### config.mk
export PLATFORM = sky130hd
export DESIGN_NAME = xtea_half_round
export DESIGN_NICKNAME = d
export VERILOG_FILES = /design/src/rtl/xtea_pkg.sv /design/src/rtl/xtea_half_round.sv
export SDC_FILE = /design/constraint.sdc
export NUM_CORES = 1
export LEC_CHECK = 0
export ABC_CLOCK_PERIOD_IN_PS = 1010
export BUFFER_PORTS_ARGS = -buffer_cell sky130_fd_sc_hd__buf_2
export CAP_MARGIN = 40
export CELL_PAD_IN_SITES_DETAIL_PLACEMENT = 2
export CELL_PAD_IN_SITES_GLOBAL_PLACEMENT = 2
export CORE_MARGIN = 2
export CORE_UTILIZATION = 31
export CTS_CLUSTER_DIAMETER = 50
export DETAILED_ROUTE_END_ITERATION = 10
export PLACE_DENSITY = 0.88
export SLEW_MARGIN = 10
export SYNTH_ARGS = -nofsm -noshare
export SYNTH_HDL_FRONTEND = slang
export SYNTH_SLANG_ARGS = --single-unit
### constraint.sdc
create_clock -name clk -period 1.01 [get_ports clk]
set_input_delay 0.101 -clock clk [delete_from_list [all_inputs] [get_ports clk]]
set_output_delay 0.101 -clock clk [all_outputs]
set_load 0.05 [all_outputs]
### src/rtl/xtea_pkg.sv
package xtea_pkg;

    localparam int WORD_W = 32;
    localparam int KEY_WORDS = 4;
    localparam int KEY_IDX_W = $clog2(KEY_WORDS);
    localparam int HI_KEY_SHIFT = 11;
    localparam logic [WORD_W-1:0] DELTA = 32'h9E37_79B9;

    typedef logic [KEY_WORDS-1:0][WORD_W-1:0] key_t;

    typedef struct packed {
        logic              mode;
        logic [WORD_W-1:0] block_first;
        logic [WORD_W-1:0] block_second;
    } req_beat_t;

    typedef struct packed {
        logic [WORD_W-1:0] out_first;
        logic [WORD_W-1:0] out_second;
    } rsp_beat_t;

    typedef struct packed {
        logic              mode;
        logic [WORD_W-1:0] y;
        logic [WORD_W-1:0] z;
    } stage_t;

    function automatic logic [WORD_W-1:0] mix_word(
        input logic [WORD_W-1:0] x,
        input logic [WORD_W-1:0] sum_key
    );
        mix_word = (((x << 4) ^ (x >> 5)) + x) ^ sum_key;
    endfunction

endpackage

### src/rtl/xtea_half_round.sv
module xtea_half_round #(
    parameter int ROUNDS = 32,
    parameter int HALF_IDX = 0
) (
    input  logic            clk,
    input  logic            rst_n,
    input  logic            advance,
    input  xtea_pkg::key_t  key,
    input  logic            in_valid,
    input  xtea_pkg::stage_t in_data,
    output logic            out_valid,
    output xtea_pkg::stage_t out_data
);
    import xtea_pkg::*;

    localparam bit IS_EVEN = (HALF_IDX % 2) == 0;
    localparam int RND = HALF_IDX / 2;
    localparam int ENC_MULT = IS_EVEN ? RND : RND + 1;
    localparam int DEC_MULT = IS_EVEN ? ROUNDS - RND : ROUNDS - RND - 1;
    localparam logic [2*WORD_W-1:0] ENC_PROD = 64'(ENC_MULT) * {32'd0, DELTA};
    localparam logic [2*WORD_W-1:0] DEC_PROD = 64'(DEC_MULT) * {32'd0, DELTA};
    localparam logic [WORD_W-1:0] SUM_ENC = ENC_PROD[WORD_W-1:0];
    localparam logic [WORD_W-1:0] SUM_DEC = DEC_PROD[WORD_W-1:0];
    localparam logic [KEY_IDX_W-1:0] ENC_KIDX = IS_EVEN ? SUM_ENC[KEY_IDX_W-1:0]
        : SUM_ENC[HI_KEY_SHIFT +: KEY_IDX_W];
    localparam logic [KEY_IDX_W-1:0] DEC_KIDX = IS_EVEN
        ? SUM_DEC[HI_KEY_SHIFT +: KEY_IDX_W] : SUM_DEC[KEY_IDX_W-1:0];

    logic              valid_reg;
    logic              valid_next;
    stage_t            data_reg;
    stage_t            data_next;
    logic              upd_y;
    logic [WORD_W-1:0] x_word;
    logic [WORD_W-1:0] tgt_word;
    logic [WORD_W-1:0] sum_key;
    logic [WORD_W-1:0] f_word;
    logic [WORD_W-1:0] new_word;

    always_comb
    begin
        upd_y = IS_EVEN ^ in_data.mode;
        x_word = upd_y ? in_data.z : in_data.y;
        tgt_word = upd_y ? in_data.y : in_data.z;
        sum_key = in_data.mode ? (SUM_DEC + key[DEC_KIDX]) : (SUM_ENC + key[ENC_KIDX]);
        f_word = mix_word(x_word, sum_key);
        new_word = in_data.mode ? (tgt_word - f_word) : (tgt_word + f_word);
        data_next = in_data;
        if (upd_y)
        begin
            data_next.y = new_word;
        end
        else
        begin
            data_next.z = new_word;
        end
        valid_next = advance ? in_valid : valid_reg;
    end

    always_ff @(posedge clk or negedge rst_n)
    begin
        if (!rst_n)
        begin
            valid_reg <= 1'b0;
        end
        else
        begin
            valid_reg <= valid_next;
        end
    end

    always_ff @(posedge clk)
    begin
        if (advance)
        begin
            data_reg <= data_next;
        end
    end

    assign out_valid = valid_reg;
    assign out_data = data_reg;

    a_valid_moves: assert property (@(posedge clk) disable iff (!rst_n)
        advance |=> valid_reg == $past(in_valid))
        else $error("stage valid did not follow its input");

    a_hold_valid: assert property (@(posedge clk) disable iff (!rst_n)
        !advance |=> $stable(valid_reg))
        else $error("stage valid changed while held");

    a_hold_data: assert property (@(posedge clk) disable iff (!rst_n)
        !advance && valid_reg |=> $stable(data_reg))
        else $error("held stage data changed");

endmodule
==> results of run 1 <==
kinds of logic after synthesis:
kind of cell / Yosys count / synth area share
buffers and inverters: 81 / 0.0369
AOI/OAI and AO/OA: 322 / 0.232
xor gates and xnor gates: 157 / 0.164
adders and majority gates: 68 / 0.0976
muxes: 54 / 0.0678
and+or+nand+nor: 311 / 0.178
DFF: 66 / 0.223
through the flow:
step	std cells	instance area (µm²)	worst slack, ns
after floorplan	1059	9140	-4.95
after global placement	1944	13100	-4.59
after detailed placement	1944	13100	-5.55
synth_stat cells, types with 22 or more instances:
library cell | n | area share
a21oi_1 | 89 | 0.050
xnor2_1 | 98 | 0.097
xor2_1 | 53 | 0.052
nand2_1 | 98 | 0.042
ha_1 | 65 | 0.092
nand3_1 | 22 | 0.012
nor2b_1 | 23 | 0.016
nor3_1 | 24 | 0.014
mux2_2 | 37 | 0.047
nor2_1 | 62 | 0.026
clkbuf_1 | 28 | 0.012
o21ai_0 | 76 | 0.043
a21o_1 | 33 | 0.028
inv_1 | 36 | 0.015
edfxtp_1 | 65 | 0.22
o21bai_1 | 25 | 0.021
==> metrics.yaml, run 1 <==
die_h_um: 173
ys_seq_area_frac: 0.223
synth.distinct_cells: 78
synth_warnings: 0
cts_buffer_depth: 2
cts_hold_buffers: 1
place_congestion: 0.899
synth_edf_count: 65
initial_utilization: 0.317
syn_inst: 1059
lastStage: "clock tree synthesis"
outcome: "stopped before the end"
synthArstFlopShare: 0.0152
cts_inserted_buffers: 9
synth_fp_nets: 1323
firstError: "[ERROR DPL-0033] detailed placement checks failed during check placement."
cts_max_level: 3
num_io_pins: 263
fp-row-count: 61
clkSinkCount: 66
hpwl_um: 41400
ys.flop_type: "edfxtp_1"
clockRootBuffer: "clkbuf_16"
cts_setup_buffers: 48
synth_area_um2: 8850
cts_resized: 407
ys_seq_elements: 66
port_buffers: 198
die_x_um: 173
post_synth.cell_area_avg_um2: 8.35
==> run 2: changes to the inputs <==
- CELL_PAD_IN_SITES_DETAIL_PLACEMENT: 2 -> default
- CELL_PAD_IN_SITES_GLOBAL_PLACEMENT: 2 -> default
- CORE_UTILIZATION: 31 -> 20
- CTS_CLUSTER_DIAMETER: 50 -> default
- PLACE_DENSITY: 0.88 -> default
- PLACE_DENSITY_LB_ADDON: default -> 0.15
==> run 2 against run 1 <==
  * The flow now finishes, with violations (setup timing)
  * Synthesized area unchanged
  * Synthesized cell count unchanged
==> metrics.yaml, run 2 <==
gr-usage-met1: 0.229
path_class: "primary input to flip-flop"
first_pass_iters: 5
violations: "setup timing"
critPathLaunch: "in_data[64]"
p_leak_uw: 0.00721
wl_per_cell_um: 16.1
finalCriticalPeriod_ns: 5.06
synthArstFlopShare: 0.0152
grt_pass1_wl_um: 56500
drt_iter0_markers: 320
hold_viol_final: 0
clk_pin_slew_worst_paths_ns: 0.06
peakVddDrop_uv: 1080
slew_viol_final: 0
utilization: 0.365
largest_register_ffs: 65
fin_cells: 2254
critPathArrivalTime_ns: 5.16
outcome: "finished with violations"
vias: 9813
cpMostUsedCell: "buf_4"
r2r-end: "out_valid"
powerDensity_nw_per_um2: 2480
synth_warnings: 0
hpwl_um: 30600
synth_common_cells: "nand2_1, xnor2_1, a21oi_1"
initial_utilization: 0.201
max_slew_margin: 0.682
synth.distinct_cells: 78
cts_buffer_depth: 2
vias_per_cell: 4.35
synth_area_um2: 8850
antenna_found_initial: 3
synth_top_area_frac: 0.221
nNetsFinal: 1918
fin_crit_sh: 5.01
rsz0062_at_grt: "true"
clkSinkCount: 66
place_congestion: 0.837
endpoint: "out_data[63]"
cts_inserted_buffers: 9
die_area_um2: 45900
ys_seq_elements: 66
reg2regPathDepth: 1
skew_ns: 0
layout_commonest_cell: "buf_4"
fp-row-count: 77
critPathMaxFanout: 7
cts_tree: "built"
finalWirelength_um: 36300
busiest_layer: "met2"
max_slew.worst_pin.slew_ns: 0.473
drive_gt1_frac: 0.534
port_buffers: 198
cp.required_ns: 1.11
fmax_ghz: 0.198
synth.top_cells.by_area: "edfxtp_1, xnor2_1, ha_1"
syn_inst: 1059
start_kind: "primary input"
synth_edf_count: 65
area_growth_pct: 81.2
dp.cells: 2190
die_x_um: 214
core_um2: 43900
die_h_um: 214
synth_top_area_cell: "edfxtp_1"
num_io_pins: 263
gr-total-overflow: 0
fin_ws_ns: -4.05
first_global_vias: 10100
r2r_start: "out_valid"
clockRootBuffer: "clkbuf_16"
cap_violations: 0
layout_common_cells: "buf_4, buf_2, buf_6"
post_synth.cell_area_avg_um2: 8.35
setup-tns-final_ns: -198.21
nFillCells: 4542
hp-class: "primary input to asynchronous set/reset pin"
r2r_slack_ns: 0.25
critical_path.slowest_cell: "o31a_1"
cts_max_level: 3
met3_usage: 0.0163
ys.flop_type: "edfxtp_1"
final-setup-viol-count: 73
use_met2: 0.243
critPathCaptureType: "flip-flop"
grt_max_degree: 42
antenna_left: 0
synth_fp_nets: 1323
ys_seq_area_frac: 0.223
grt_use_total: 0.156
drc: 0
critPathMaxStageDelay_ns: 0.36
worst_skew_pair.late_latency_ns: 0.34
run 2: cell counts after synthesis:
Identical to the previous run, type by type.
run 2: how the worst min path moves through the flow:
stage / from / end / slack, ns / cells past startpoint
6_report: rst_n / out_valid / 0.08 / 2
5_1_grt: rst_n / out_valid / 0.06 / 2
4_1_cts: rst_n / out_valid / 0.03 / 2
3_5_place_dp: rst_n / out_valid / -0.12 / 1
3_3_place_gp: rst_n / out_valid / -0.12 / 1
2_1_floorplan: rst_n / out_valid / -0.19 / 0
run 2: area by class of cell:
cell class / instances / area, µm² / share of cell area
Sequential cell: 66 / 1980 / 0.123
Tap cell: 592 / 741 / 0.0462
Inverter: 36 / 138 / 0.00859
Clock buffer: 10 / 229 / 0.0143
Antenna cell: 3 / 7.51 / 0.000468
Clock inverter: 6 / 105 / 0.00656
Multi-Input combinational cell: 912 / 7870 / 0.491
Timing Repair Buffer: 629 / 4960 / 0.310
run 2: worst max-delay path: cells and delay by family:
kind                     cells  cell delay, ns
AO/OA/AOI/OAI               14            2.56
buffers and inverters        6            0.85
adder cells (fa/ha/maj)      2            0.60
AND/OR/NAND/NOR              4            0.56
XOR/XNOR                     3            0.44
run 2: layer usage:
metal,vias up,part of all wire
met5,-,0
met4,0,0.012
met3,21,0.026
met2,165,0.44
met1,4522,0.52
li1,5105,-
run 2: metrics by stage:
stage	hold WS (ns)	power, µW	instance area (µm²)	setup WS (ns)
floorplan	-0.195	19700	9140	-4.95
global placement	-0.124	29600	13600	-4.82
detailed placement	-0.122	29600	13600	-4.84
CTS	0.0253	38300	15500	-4.03
global route	0.0593	42500	16000	-4.29
finish	0.0783	39800	16000	-4.05
run 2: timing repair:
action / CTS / global route
hold buffers: 2 / 0
hold endpoints to repair: 2 / 0
gates resized for setup: 314 / 87
gates cloned: 3 / 1
setup buffers: 33 / 11
pin swaps: 109 / 77
endpoints found under the setup margin: 130 / 128
run 2: kinds of logic after synthesis:
family	share of synthesized area
AOI/OAI and AO/OA	0.232
xor gates and xnor gates	0.164
muxes	0.0678
buffers and inverters	0.0369
and+or+nand+nor	0.178
adders and majority gates	0.0976
DFF	0.223
run 2: power by group:
part / internal, µW / switching (µW)
registers: 4410 / 446
logic: 15300 / 16100
clock network: 2400 / 1180
total: 22100 / 17700
No activity file was read; power rests on OpenSTA's default activity.
==> run 3: changes to the inputs <==
- CTS_BUF_LIST: default -> sky130_fd_sc_hd__clkbuf_2
==> run 3 against run 2 <==
  * The flow finishes with violations (hold timing, setup timing)
  * Cell count up 3.0%
  * Design area up 3.9%
  * Highest routed layer unchanged
  * Register-to-register slack about the same
  * Clock power down 42%
  * Combinational power up 4%
  * Worst setup slack better by 0.27 ns
  * Wire length up 2.0%
  * Maximum frequency up 5.7%
==> metrics.yaml, run 3 (synthesized netlist as in run 2, its figures left out) <==
path_class: "primary input to flip-flop"
drive_gt1_frac: 0.524
fmax_ghz: 0.209
pre_cts_ws_ns: -4.84
die_h_um: 214
cts_tree: "built"
max_slew.worst_pin.slew_ns: 0.473
vias_per_cell: 4.37
clk_pin_slew_worst_paths_ns: 0.21
worst_skew_pair.late_latency_ns: 0.58
cap_violations: 0
first_global_vias: 10400
cp.required_ns: 1.40
die_x_um: 214
layout_commonest_cell: "buf_4"
wl_per_cell_um: 16.0
final-setup-viol-count: 129
skew_ns: 0
place_congestion: 0.837
drt_iter0_markers: 305
grt_max_degree: 42
critPathArrivalTime_ns: 5.17
cts_max_level: 3
power.total_uw: 39700
violations: "hold timing, setup timing"
critPathMaxStageDelay_ns: 0.36
rsz0062_at_grt: "true"
max_slew_margin: 0.682
outcome: "finished with violations"
critical_path.slowest_cell: "o31a_1"
grt_pass1_wl_um: 57400
cts_inserted_buffers: 9
largest_register_ffs: 65
die_area_um2: 45900
nNetsFinal: 1985
clockRootBuffer: "clkbuf_2"
fin_crit_sh: 4.74
finalWirelength_um: 37100
hpwl_um: 30600
first_pass_iters: 5
fin_ws_ns: -3.77
antenna_found_initial: 4
grt_use_total: 0.158
whs_ns: -0.0987
powerDensity_nw_per_um2: 2380
hold_viol_final: 5
gr-total-overflow: 0
critPathCaptureType: "flip-flop"
clkSinkCount: 66
hp-class: "primary input to flip-flop"
port_buffers: 198
num_io_pins: 263
slew_viol_final: 0
vias: 10100
initial_utilization: 0.201
critPathMaxFanout: 7
antenna_left: 0
cts_buffer_depth: 2
layout_common_cells: "buf_4, buf_2, buf_6"
peakVddDrop_uv: 999
drc: 0
fp-row-count: 77
cpMostUsedCell: "buf_4"
area_growth_pct: 88.2
core_um2: 43900
p_leak_uw: 0.00743
finalCriticalPeriod_ns: 4.78
start_kind: "primary input"
run 3: cell count changes in the layout (fill, tap and decap cells not counted), sizes merged:
cell         delta
diode           +1
buf             +4
dlygate4sd3    +63
run 3: per-layer routing:
layer | track usage | vias up | share of wire
met5 | 0 | - | 0
met4 | 0.0359 | 0 | 0.013
met3 | 0.0172 | 23 | 0.032
met2 | 0.249 | 187 | 0.45
met1 | 0.231 | 4692 | 0.51
li1 | - | 5234 | -
run 3: worst max-delay path: cells and delay by family:
family,cells,cell delay [ns]
fa+ha+maj,2,0.60
simple gates,4,0.56
compound gates,14,2.56
buf+inv,6,0.85
xor+xnor,3,0.45
run 3: repair_timing:
action,in CTS,in global routing
cloned,3,1
setup endpoints to repair,130,130
endpoints found under the hold margin,96,8
buffers inserted,33,15
gates resized for setup,312,116
hold buffers,62,3
pin swaps,108,74
run 3: where the power goes:
group          total [µW]  switching [µW]  internal (µW)
combinational       32700           16600          16100
clock                2090            1030           1060
sequential           4840             448           4390
run 3: metrics by stage:
step | cell area (µm²) | util | instances | setup TNS (ns)
after floorplan | 9140 | - | 1059 | -245.60
after global placement | 13600 | 0.310 | 2190 | -240.64
after detailed placement | 13600 | 0.310 | 2190 | -241.73
after CTS | 15900 | 0.362 | 2302 | -198.25
after global routing | 16600 | 0.379 | 2322 | -214.70
final | 16600 | 0.379 | 2322 | -200.35
run 3: worst paths after layout:
| kind | slack, ns | depth (start not counted) | startpoint | endpoint |
|---|---|---|---|---|
| min in group asynchronous | 0.34 | 3 | rst_n | out_valid |
| min reg2reg | 0.56 | 1 | out_valid | out_valid |
| min | -0.1 | 4 | in_data[58] | out_data[58] |
| max | -3.77 | 29 | in_data[64] | out_data[63] |
| max in group asynchronous | 0.58 | 3 | rst_n | out_valid |
| max reg2reg | 0.24 | 1 | out_valid | out_valid |
run 3: final cells by class:
type	count	area [µm²]
Fill cell	4530	27300
Antenna cell	4	10.0
Clock inverter	6	105
Tap cell	592	741
Multi-Input combinational cell	912	7970
Sequential cell	66	1980
Clock buffer	10	50.0
Timing Repair Buffer	696	5650
Inverter	36	138
